`config.mk`:
```
export PLATFORM = sky130hd
export DESIGN_NAME = circular_deque
export DESIGN_NICKNAME = d
export VERILOG_FILES = /design/src/rtl/cdq_pkg.sv /design/src/rtl/cdq_mem.sv /design/src/rtl/cdq_ctrl.sv /design/src/rtl/circular_deque.sv
export SDC_FILE = /design/constraint.sdc
export NUM_CORES = 1
export LEC_CHECK = 0
export ABC_AREA = 1
export BUFFER_PORTS_ARGS = -buffer_cell sky130_fd_sc_hd__buf_2
export CORE_ASPECT_RATIO = 0.8
export CORE_MARGIN = 5
export CORE_UTILIZATION = 45
export DETAILED_ROUTE_END_ITERATION = 10
export HOLD_SLACK_MARGIN = 0.02
export PLACE_DENSITY_LB_ADDON = 0.05
export REMOVE_ABC_BUFFERS = 1
export SLEW_MARGIN = 20
export SYNTH_ARGS = -nofsm -noshare
export SYNTH_HDL_FRONTEND = slang
export SYNTH_HIERARCHICAL = 1
export SYNTH_SLANG_ARGS = --single-unit
```
`constraint.sdc`:
```
create_clock -name clk -period 7.36 [get_ports clk]
set_input_delay 0.368 -clock clk [delete_from_list [all_inputs] [get_ports clk]]
set_output_delay 0.368 -clock clk [all_outputs]
set_load 0.05 [all_outputs]
```
`src/rtl/cdq_pkg.sv`:
```
// Types and codes shared by the circular deque modules.
package cdq_pkg;

    localparam logic [1:0] CMD_PUSH_FRONT = 2'd0;
    localparam logic [1:0] CMD_PUSH_BACK  = 2'd1;
    localparam logic [1:0] CMD_POP_FRONT  = 2'd2;
    localparam logic [1:0] CMD_POP_BACK   = 2'd3;

    localparam logic [1:0] ST_DONE      = 2'd0;
    localparam logic [1:0] ST_OVERFLOW  = 2'd1;
    localparam logic [1:0] ST_UNDERFLOW = 2'd2;

    typedef struct packed {
        logic [1:0]         command;
        logic signed [31:0] push_value;
    } cmd_t;

    typedef struct packed {
        logic signed [31:0] pop_value;
        logic [1:0]         status;
        logic               now_empty;
        logic               now_full;
    } res_t;

    typedef struct packed {
        logic       done;
        logic       pop_ok;
        logic [1:0] status;
        logic       now_empty;
        logic       now_full;
    } flags_t;

endpackage

```
`src/rtl/cdq_mem.sv`:
```
// Entry store: one write port, one read port with registered read data.
module cdq_mem #(
    parameter int DEPTH = 8,
    parameter int AW    = 3
) (
    input  logic              clk,
    input  logic              we,
    input  logic [AW-1:0]     waddr,
    input  logic [31:0]       wdata,
    input  logic              re,
    input  logic [AW-1:0]     raddr,
    output logic [31:0]       rdata
);

    logic [31:0] mem [DEPTH];
    logic [31:0] rdata_reg;

    always_ff @(posedge clk)
    begin
        if (we)
        begin
            mem[waddr] <= wdata;
        end
    end

    always_ff @(posedge clk)
    begin
        if (re)
        begin
            rdata_reg <= mem[raddr];
        end
    end

    assign rdata = rdata_reg;

endmodule

```
`src/rtl/cdq_ctrl.sv`:
```
// Head/tail/empty bookkeeping, store access requests and result flags.
module cdq_ctrl #(
    parameter int DEPTH = 8,
    parameter int AW    = 3
) (
    input  logic              clk,
    input  logic              rst_n,
    input  logic              accept,
    input  logic [1:0]        command,
    output logic              we,
    output logic [AW-1:0]     waddr,
    output logic              re,
    output logic [AW-1:0]     raddr,
    output cdq_pkg::flags_t   flags
);

    localparam logic [AW-1:0] LAST = AW'(DEPTH - 1);

    logic [AW-1:0] head_reg, head_next;
    logic [AW-1:0] tail_reg, tail_next;
    logic          empty_reg, empty_next;
    logic          done_reg, done_next;
    logic          pop_ok_reg, pop_ok_next;
    logic [1:0]    status_reg, status_next;
    logic          full;

    function automatic logic [AW-1:0] idx_inc(input logic [AW-1:0] i);
        return (i == LAST) ? '0 : i + AW'(1);
    endfunction

    function automatic logic [AW-1:0] idx_dec(input logic [AW-1:0] i);
        return (i == '0) ? LAST : i - AW'(1);
    endfunction

    assign full = !empty_reg && (idx_inc(tail_reg) == head_reg);

    always_comb
    begin
        head_next   = head_reg;
        tail_next   = tail_reg;
        empty_next  = empty_reg;
        done_next   = accept;
        pop_ok_next = 1'b0;
        status_next = cdq_pkg::ST_DONE;
        we          = 1'b0;
        waddr       = '0;
        re          = 1'b0;
        raddr       = head_reg;
        if (accept)
        begin
            case (command) inside
                cdq_pkg::CMD_PUSH_FRONT, cdq_pkg::CMD_PUSH_BACK:
                begin
                    if (full)
                    begin
                        status_next = cdq_pkg::ST_OVERFLOW;
                    end
                    else if (empty_reg)
                    begin
                        head_next  = '0;
                        tail_next  = '0;
                        empty_next = 1'b0;
                        we         = 1'b1;
                        waddr      = '0;
                    end
                    else if (command == cdq_pkg::CMD_PUSH_FRONT)
                    begin
                        head_next = idx_dec(head_reg);
                        we        = 1'b1;
                        waddr     = idx_dec(head_reg);
                    end
                    else
                    begin
                        tail_next = idx_inc(tail_reg);
                        we        = 1'b1;
                        waddr     = idx_inc(tail_reg);
                    end
                end
                cdq_pkg::CMD_POP_FRONT, cdq_pkg::CMD_POP_BACK:
                begin
                    if (empty_reg)
                    begin
                        status_next = cdq_pkg::ST_UNDERFLOW;
                    end
                    else
                    begin
                        re          = 1'b1;
                        pop_ok_next = 1'b1;
                        raddr = (command == cdq_pkg::CMD_POP_FRONT) ? head_reg : tail_reg;
                        if (head_reg == tail_reg)
                        begin
                            head_next  = '0;
                            tail_next  = '0;
                            empty_next = 1'b1;
                        end
                        else if (command == cdq_pkg::CMD_POP_FRONT)
                        begin
                            head_next = idx_inc(head_reg);
                        end
                        else
                        begin
                            tail_next = idx_dec(tail_reg);
                        end
                    end
                end
                default:
                begin
                    status_next = cdq_pkg::ST_DONE;
                end
            endcase
        end
    end

    always_ff @(posedge clk or negedge rst_n)
    begin
        if (!rst_n)
        begin
            head_reg   <= '0;
            tail_reg   <= '0;
            empty_reg  <= 1'b1;
            done_reg   <= 1'b0;
            pop_ok_reg <= 1'b0;
            status_reg <= cdq_pkg::ST_DONE;
        end
        else
        begin
            head_reg   <= head_next;
            tail_reg   <= tail_next;
            empty_reg  <= empty_next;
            done_reg   <= done_next;
            pop_ok_reg <= pop_ok_next;
            status_reg <= status_next;
        end
    end

    // state registers already hold the post-command state in the result cycle
    assign flags.done      = done_reg;
    assign flags.pop_ok    = pop_ok_reg;
    assign flags.status    = status_reg;
    assign flags.now_empty = empty_reg;
    assign flags.now_full  = full;

    a_empty_idx: assert property (@(posedge clk) disable iff (!rst_n)
        empty_reg |-> (head_reg == '0 && tail_reg == '0))
        else $error("empty deque with nonzero indices");

    a_idx_range: assert property (@(posedge clk) disable iff (!rst_n)
        (head_reg <= LAST) && (tail_reg <= LAST))
        else $error("index out of range");

    a_ovf_full: assert property (@(posedge clk) disable iff (!rst_n)
        (done_reg && status_reg == cdq_pkg::ST_OVERFLOW) |-> full)
        else $error("overflow reported while not full");

    a_unf_empty: assert property (@(posedge clk) disable iff (!rst_n)
        (done_reg && status_reg == cdq_pkg::ST_UNDERFLOW) |-> empty_reg)
        else $error("underflow reported while not empty");

    a_pop_rd: assert property (@(posedge clk) disable iff (!rst_n)
        re |=> (done_reg && pop_ok_reg))
        else $error("store read without a good pop result");

endmodule

```
`src/rtl/circular_deque.sv`:
```
// Circular double-ended queue: top level.
// Usage:
//   A command item (push front, push back, pop front, pop back, plus the
//   element for pushes) is taken on cmd at a rising edge where start is high
//   and busy is low. busy stays low: a command may be issued every cycle.
//   Each command gives exactly one result item on result, marked by done,
//   in the cycle after the command is taken (throughput 1 item per cycle).
//   The result waits on the registered read of the entry store; indices
//   are updated at the accept edge, so the next command sees them at once
//   and pushes and pops never touch the store in the same cycle.
//   result carries the popped element (zero unless a good pop), a status
//   (done, overflow on push, underflow on pop) and the empty and full flags
//   after the command. A push onto a full deque or a pop from an empty one
//   changes nothing.
//   Reset leaves the deque empty with both indices at zero; the entry store
//   is not cleared. The receiver cannot stall: done lasts one cycle.
module circular_deque #(
    parameter int DEPTH = 8
) (
    input  logic            clk,
    input  logic            rst_n,
    input  logic            start,
    output logic            busy,
    input  cdq_pkg::cmd_t   cmd,
    output logic            done,
    output cdq_pkg::res_t   result
);

    localparam int AW = (DEPTH > 1) ? $clog2(DEPTH) : 1;

    logic            we;
    logic [AW-1:0]   waddr;
    logic            re;
    logic [AW-1:0]   raddr;
    logic [31:0]     rdata;
    cdq_pkg::flags_t flags;

    assign busy = 1'b0;

    cdq_ctrl #(
        .DEPTH (DEPTH),
        .AW    (AW)
    ) u_ctrl (
        .clk     (clk),
        .rst_n   (rst_n),
        .accept  (start && !busy),
        .command (cmd.command),
        .we      (we),
        .waddr   (waddr),
        .re      (re),
        .raddr   (raddr),
        .flags   (flags)
    );

    cdq_mem #(
        .DEPTH (DEPTH),
        .AW    (AW)
    ) u_mem (
        .clk   (clk),
        .we    (we),
        .waddr (waddr),
        .wdata (cmd.push_value),
        .re    (re),
        .raddr (raddr),
        .rdata (rdata)
    );

    assign done             = flags.done;
    assign result.pop_value = flags.pop_ok ? rdata : 32'sd0;
    assign result.status    = flags.status;
    assign result.now_empty = flags.now_empty;
    assign result.now_full  = flags.now_full;

endmodule

```
# Word level (Yosys, flattened, before mapping)
# Memory sizes are Yosys's and may differ from the RTL's. A register that Yosys moved wholly into a read port is not among the register bits.
# Index checks and enable logic that the tools add are counted.
dict set report word_totals {
  regBits 11
  latchBits 0
  ramBits 256
  mem_bits_ro 0
  input_bits 37
  mem_count 1
}
# name words word_bits read_ports rd_clocked_by_memory_dff write_ports line_no
set memory_table {}
lappend memory_table {u_mem.mem 8 32 1 1 1 cdq_mem.sv:15} ;# logic [31:0] mem [DEPTH];
dict set report classes {
  addsub 4
  multipliers 0
  n_div 0
  n_lt_le_gt_ge 0
  eq_ne 12
  n_shift 0
  muxes 50
  bitwise_logic 0
  n_reduce_logical 12
}
# cell count
set op_table {}
lappend op_table {{two-way mux 3 bit} 30}
lappend op_table {{two-way mux 32 bit} 1}
lappend op_table {{two-way mux 1 bit} 15}
lappend op_table {{AND reduction 6 bit} 2}
lappend op_table {{two-way mux 2 bit} 4}
lappend op_table {{adder 3 x 1 -> 3 bit, second input constant} 2}
lappend op_table {{equality test 3 bit} 2}
lappend op_table {{equality test 3 bit, second input constant} 2}
lappend op_table {{zero test 3 bit} 2}
lappend op_table {{subtractor 3 x 1 -> 3 bit, second input constant} 2}
lappend op_table {{equality test 2 bit, second input constant} 2}
lappend op_table {{!= test 2 bit, second input constant} 2}
lappend op_table {{OR reduction 2 bit} 2}
lappend op_table {{!= test 3 x 1 -> 1 bit, second input constant} 1}
lappend op_table {{!= test 3 x 2 -> 1 bit, second input constant} 1}
lappend op_table {{!= test 3 bit, second input constant} 1}
lappend op_table {{AND reduction 3 bit} 1}
lappend op_table {{nonzero test 3 bit} 1}
lappend op_table {{equality test 2 x 1 -> 1 bit, second input constant} 1}
lappend op_table {{zero test 2 bit} 1}
lappend op_table {{nonzero test 2 bit} 1}
lappend op_table {{logical AND 1 bit} 1}
lappend op_table {{zero test 1 bit} 1}

# Depth between registers and ports, before layout
# Gate-level depths: netlist (run 1).
dict set report depth {
  word_depth 9
  ltp_mapped 14
  mapped_depth_nobuf 12
}

# Modules after synthesis
# Netlist (run 1), hierarchy kept.
# module n_inst cells_each area_each_um2
set modules_own_cells {}
lappend modules_own_cells {cdq_mem 1 1156 12192.9}
lappend modules_own_cells {cdq_ctrl 1 142 1028.5}
lappend modules_own_cells {circular_deque 1 69 285.3}

# Worst setup path after synthesis (run 1)
# OpenSTA, ideal clock, no wires.
dict set report synth_timing {
  kind {input-to-reg}
  from {input cmd[33] (netlist bit)}
  to {register u_mem.rdata_reg[21] (netlist: u_mem/rdata[21]), read port of u_mem.mem, data pin}
  arrival_time_ns 3.306
  required_ns 7.107
  path_slack_ns 3.801
  path_stages 12
  n_path_buf 3
  cell_sequence {buf_4 -> inv_2 -> nor3_2 -> nand2_1 -> o21ai_0 -> buf_4 -> buf_6 -> nand2_1 -> nand3_1 -> nand2_1 -> nand2_1 -> nand2_1}
}
dict set report synth_between {
  word_cells_on_any_way 14
  classes_between {eq/ne: 3; mux: 8; reduce/logical: 3}
}
# item line_no
set synth_lines {}
lappend synth_lines {{from (decl)} circular_deque.sv:24} ;# input cdq_pkg::cmd_t cmd,
lappend synth_lines {{equality test 2 bit (no source line)} n/a}
lappend synth_lines {{OR reduction 2 bit} cdq_ctrl.sv:51} ;# case (command) inside
lappend synth_lines {{two-way mux 1 bit} cdq_ctrl.sv:51}
lappend synth_lines {{two-way mux 1 bit (*)} cdq_ctrl.sv:51}
lappend synth_lines {{two-way mux 1 bit (*)} cdq_ctrl.sv:49} ;# if (accept)
lappend synth_lines {{net re} circular_deque.sv:33} ;# logic re;
lappend synth_lines {{to (decl)} cdq_mem.sv:16} ;# logic [31:0] rdata_reg;
# The timed path passes the listed nets; every way through them passes the cells marked *.
# A chain may end at the register's enable or synchronous reset.

# Final worst setup path (run 1)
dict set report layout_timing {
  from {input start}
  to {register u_mem.rdata_reg[20] (netlist: u_mem/rdata[20]), read port of u_mem.mem, data pin}
}
dict set report layout_between {
  elab_chain_len 1
  word_cells_on_any_way 2
  classes_between {mux: 2}
}
# item line_no
set layout_lines {}
lappend layout_lines {{from (decl)} circular_deque.sv:22} ;# input logic start,
lappend layout_lines {{two-way mux 1 bit} cdq_ctrl.sv:49}
lappend layout_lines {{net re} circular_deque.sv:33}
# The timed path passes the listed nets, and every way through them passes these cells.

==> impl_metrics.ini, run 1 <==
[sta]
fin_skew_ps = 12.3
fin_crit_sh_pct = 58.3
fmax_mhz = 233
tns_ps = 0
hold_violations = 0
slew_viol_final = 0
setup_viol = 0
min_period_ps = 4290
timing.hold.ws_ps = 141
rsz0062_at_grt = false
slew_headroom_pct = 39.4
worst_pin_slew_ps = 909

[final_layout]
multi_input_area_um2 = 3130
largest_register_ffs = 256
layout-area-overhead-vs-synth_pct = 12.9
nets = 1483
fin_area_um2 = 15200
fillCellCount = 2690
fin_cells = 1839
drive_gt1_share_pct = 11.8
register_area_um2 = 8920

[clock_network]
cts_buffers = 34
clk-insertion-delay-late_ps = 500
cts-resized-gates = 0
cts.sinks = 299
cts_hold_buf = 2
htree_levels = 2
cts.clk_slew.worst_paths_ps = 60
cts_setup_buffers = 0
clock-root-buffer = clkbuf_16
cts_tree = built
cts_buffer_depth = 3

[synth]
ys_seq_elements = 299
async_flop_share_pct = 3.68
synth_top_area_share_pct = 64.0
yosysSeqAreaShare_pct = 66.1
yosys_warnings = 6
syn_inst = 1367
synth_largest_area_cell = edfxtp_1
syn_area_per_cell_um2 = 9.88
synth_top_cells_by_area = edfxtp_1, nand2_1, inv_1
yosysUniqueCellTypes = 32
dominantRegCellSynth = edfxtp_1
netlist_top_cells_count = nand2_1, inv_1, edfxtp_1
synth-edff-count = 288
synth.most_common_cell = nand2_1
synth_area_um2 = 13500

[detailed_routing]
detail_route.wl_per_cell_um = 16.4
wirelength_um = 30100
firstDrtPassIters = 6
antenna_left = 0
drc = 0
vias = 8618
dr.first_iter.drc_count = 512
vias_per_cell = 4.69

[die]
rows = 56
initial_core_util_pct = 45.9
core_area_um2 = 29400
die_area_um2 = 33600
die_y_um = 165
die_w_um = 204
pin_count = 75

[pwr]
powerDensity_nw_per_um2 = 354
p_leak_uw = 0.00718
max-vdd-ir-drop_uv = 201

[worst_setup_path]
cpMostUsedCell = nand2_1
startpoint_type = input port
critical_path.cell_chain = dlygate4sd3_1 > buf_2 > inv_1 > nor3_4 > buf_4 > nand2_1 > nand2_1 > o21ai_4 > buf_4 > inv_4 > buf_4 > nand2_1 > nand3_1 > nand2_1 > nand2_1 > nand2_1
timing_worst_setup_path_type = in -> reg
cp.arrival_ps = 4540
slowest_delay_ps = 720
slowest_stage = buf_4
cp.required_ps = 7610
end_kind = flip-flop
cp_max_fo = 70

[grt]
grt_pass1_vias = 8190
grt_max_degree = 79
overflow = 0
grt_pass1_wl_um = 47000
antenna_found_initial = 2
grtUsageTotal_pct = 18.3

[placed_design]
dpl.cell_count = 1777
place_area_um2 = 14200
post-dp-hpwl_um = 16100
routabilityCongestion = 0.805
io_buffers = 73

[job]
maxCapViolCount = 0

[run_status]
outcome = complete, no violations

[hold_path]
hold_class = in -> reg
==> power by group <==
part / internal, µW / switching [µW] / total (µW)
registers: 2070 / 66.4 / 2140
logic: 475 / 1210 / 1690
clock network: 947 / 627 / 1570
==> through the flow <==
step           power [µW]  setup WS [ps]  utilization, %
2_1_floorplan        3480          -6010               -
3_3_place_gp         3870           3060            48.2
3_5_place_dp         3870           3030            48.2
4_1_cts              5460           3040            51.8
5_1_grt              5760           2690            51.8
6_report             5400           3070            51.8
==> worst max-delay path: cells and delay by family <==
kind | cells | cell delay, ps
buffers and inverters | 7 | 2900
AND/OR/NAND/NOR | 8 | 1130
AO/OA/AOI/OAI | 1 | 70
==> cells by family (layout without fill, tap and decap cells) <==
kind of cell	after synthesis	after routing	synth area share, %
simple gates	668	668	20.5
buf+inv	367	461	11.5
flops	299	299	66.1
compound gates	21	21	0.861
fa+ha+maj	8	8	0.741
xor+xnor	3	3	0.306
other cells	1	2	0.0278
==> layout by cell type, fill, tap and decap left out, types with 4 or more instances in the layout <==
cell type,synthesis,layout
nand3_1,136,136
buf_2,20,73
o21ai_1,7,7
clkbuf_16,0,35
edfxtp_1,288,288
nand2_4,4,4
buf_4,11,17
clkbuf_1,7,8
clkinv_1,0,9
nor2_1,18,10
o21ai_0,7,4
nor2_4,1,9
a21oi_1,6,6
inv_1,301,301
inv_2,9,8
ha_1,8,8
nand2_1,495,495
dfrtp_1,10,10
==> path summary, 6_finish.rpt <==
kind                                    start                 end  slack, ps  depth (start not counted)
setup / recovery                        start     u_mem/rdata[20]       3070                         16
hold / removal                        cmd[16]    u_mem/mem[2][16]        140                          1
setup reg to reg             u_ctrl/empty_reg     u_mem/rdata[20]       3350                         13
hold reg to reg            u_ctrl/tail_reg[2]  u_ctrl/tail_reg[2]        600                          2
max in group asynchronous               rst_n    u_ctrl/empty_reg       6810                          2
min in group asynchronous               rst_n  u_ctrl/tail_reg[0]        280                          2
==> area by class of cell <==
cell class | instances | area share (%)
Antenna cell | 1 | 0.0164
Clock buffer | 44 | 6.03
Clock inverter | 15 | 0.771
Inverter | 310 | 7.65
Multi-Input combinational cell | 701 | 20.5
Sequential cell | 299 | 58.5
Tap cell | 377 | 3.09
Timing Repair Buffer | 92 | 3.36
==> metal layers <==
layer	up-vias	routed length, µm	track usage [%]
li1	4386	-	-
met1	4017	14800	27.0
met2	177	13500	28.7
met3	36	1380	2.71
met4	2	458	4.57
met5	-	7	0
No activity file was read; power rests on OpenSTA's default activity.
==> inputs of run 2 (changes only) <==
Clock period 7.36 ns to 4.07 ns, I/O delays scaled along.
==> run 2 against run 1 <==
Power grew 81%. Core utilization grew 1.1 points. Clock skew grew 5.7 ps. Cell count grew 1.8%. Critical path type is now reg -> reg. Largest cell class unchanged.
==> impl_metrics.ini, run 2 (same netlist as run 1, synthesis figures left out) <==
[grt]
antenna_found_initial = 1
grt_pass1_wl_um = 48500
grt_pass1_vias = 8472
overflow = 0
grt_max_degree = 129
grtUsageTotal_pct = 18.5

[detailed_routing]
detail_route.wl_per_cell_um = 16.5
vias_per_cell = 4.72
dr.first_iter.drc_count = 599
wirelength_um = 30900
dr_wl_met2_um = 13800
firstDrtPassIters = 5
antenna_left = 0
vias = 8844
drc = 0
met1Wirelength_um = 15300
wl_met3_um = 1370
topRoutingLayerUsed = met5

[worst_setup_path]
cpLargestDelayFamily = simple AND/OR/NAND/NOR gates
cpMostUsedCell = nand2_1
cp.required_ps = 4300
startpoint_type = flip-flop
crit_buf_inv = 2
cp_max_fo = 17
slowest_stage = nor2_4
timing_worst_setup_path_type = reg -> reg
critical_path.cell_chain = ha_1 > ha_1 > inv_1 > nand2_1 > nand3_2 > nor2_2 > nand2_1 > nand2_1 > nor3_1 > nand2_1 > nor2_4 > buf_4
cp.arrival_ps = 3490
end_kind = flip-flop
slowest_delay_ps = 560

[sta]
fin_crit_sh_pct = 80.2
rsz0062_at_grt = false
slew_viol_final = 0
slew_headroom_pct = 31.3
min_period_ps = 3260
fmax_mhz = 306
hold_violations = 0
setup_viol = 0
fin_skew_ps = 18.0
worst_pin_slew_ps = 1030
fin_ws_ps = 806
timing.hold.ws_ps = 81.0

[final_layout]
layout-area-overhead-vs-synth_pct = 15.2
largest_register_ffs = 256
final_common_cell = nand2_1
diodes = 0
final_cell_mix = nand2_1, inv_1, edfxtp_1
fin_cells = 1872
nets = 1516
finish.utilization_pct = 52.9
drive_gt1_share_pct = 11.6

[hold_path]
hold_class = in -> async

[die]
die_y_um = 165
die_area_um2 = 33600
initial_core_util_pct = 45.9
die_w_um = 204
pin_count = 75
rows = 56
core_area_um2 = 29400

[run_status]
outcome = complete, no violations

[pwr]
max-vdd-ir-drop_uv = 543
p_leak_uw = 0.00730
total_power_uw = 9760
powerDensity_nw_per_um2 = 627

[clock_network]
cts_tree = built
cts_buffer_depth = 3
cts.sinks = 299
htree_levels = 1
clk-insertion-delay-late_ps = 560
cts.clk_slew.worst_paths_ps = 60
cts_buffers = 31
cts_setup_buffers = 0
clock-root-buffer = clkbuf_16

[placed_design]
dpl.cell_count = 1780
post-dp-hpwl_um = 17700
post-place-ws_ps = 817
io_buffers = 73
routabilityCongestion = 0.849

[job]
maxCapViolCount = 0
run 2: where the power goes:
group / total (µW) / switching, µW / internal [µW] / leakage [µW]
sequential: 3870 / 133 / 3740 / 0.00275
combinational: 3250 / 2330 / 920 / 0.00409
clock: 2640 / 1130 / 1520 / 0.000462
total: 9760 / 3580 / 6180 / 0.00730
run 2: what timing repair did:
item | 4_1_cts | 5_1_grt
hold buffers | 35 | 0
resized for setup | 0 | 0
hold endpoints to repair | 269 | 0
run 2: worst paths after layout:
path | slack (ps) | from | end | cells after the start
worst max register to register | 810 | u_ctrl/tail_reg[0] | u_mem/mem[5][23] | 12
worst max-delay path | 810 | u_ctrl/tail_reg[0] | u_mem/mem[5][23] | 12
max in group asynchronous | 3720 | rst_n | u_ctrl/empty_reg | 2
worst min-delay path | 80 | rst_n | u_ctrl/head_reg[2] | 2
worst min register to register | 590 | u_ctrl/tail_reg[1] | u_ctrl/tail_reg[1] | 2
min in group clk | 180 | cmd[32] | u_ctrl/head_reg[2] | 5
run 2: worst reg2reg max path, stage by stage (launching register included):
cell	delay (ps)
dfrtp_1	440
ha_1	230
ha_1	290
inv_1	100
nand2_1	70
nand3_2	90
nor2_2	50
nand2_1	70
nand2_1	100
nor3_1	260
nand2_1	310
nor2_4	560
buf_4	370
run 2: layout make-up:
cell class	instances	area, µm²
fill	2653	13900
multi-input combinational	701	3130
inverter	310	1170
sequential	299	8920
timing repair buffer	128	928
tap	377	472
clock buffer	39	806
clock inverter	18	133
run 2: per-stage QoR:
| step | TNS, ps | instance area (µm²) |
|---|---|---|
| 2_1_floorplan | -297740 | 13100 |
| 3_3_place_gp | 0 | 14300 |
| 3_5_place_dp | 0 | 14300 |
| 4_1_cts | 0 | 15600 |
| 5_1_grt | 0 | 15600 |
| 6_report | 0 | 15600 |
run 2: routing by layer:
| layer | global-route usage [%] | vias up |
|---|---|---|
| met5 | 0 | - |
| met4 | 3.31 | 2 |
| met3 | 2.63 | 46 |
| met2 | 29.2 | 180 |
| met1 | 27.7 | 4166 |
| li1 | - | 4450 |
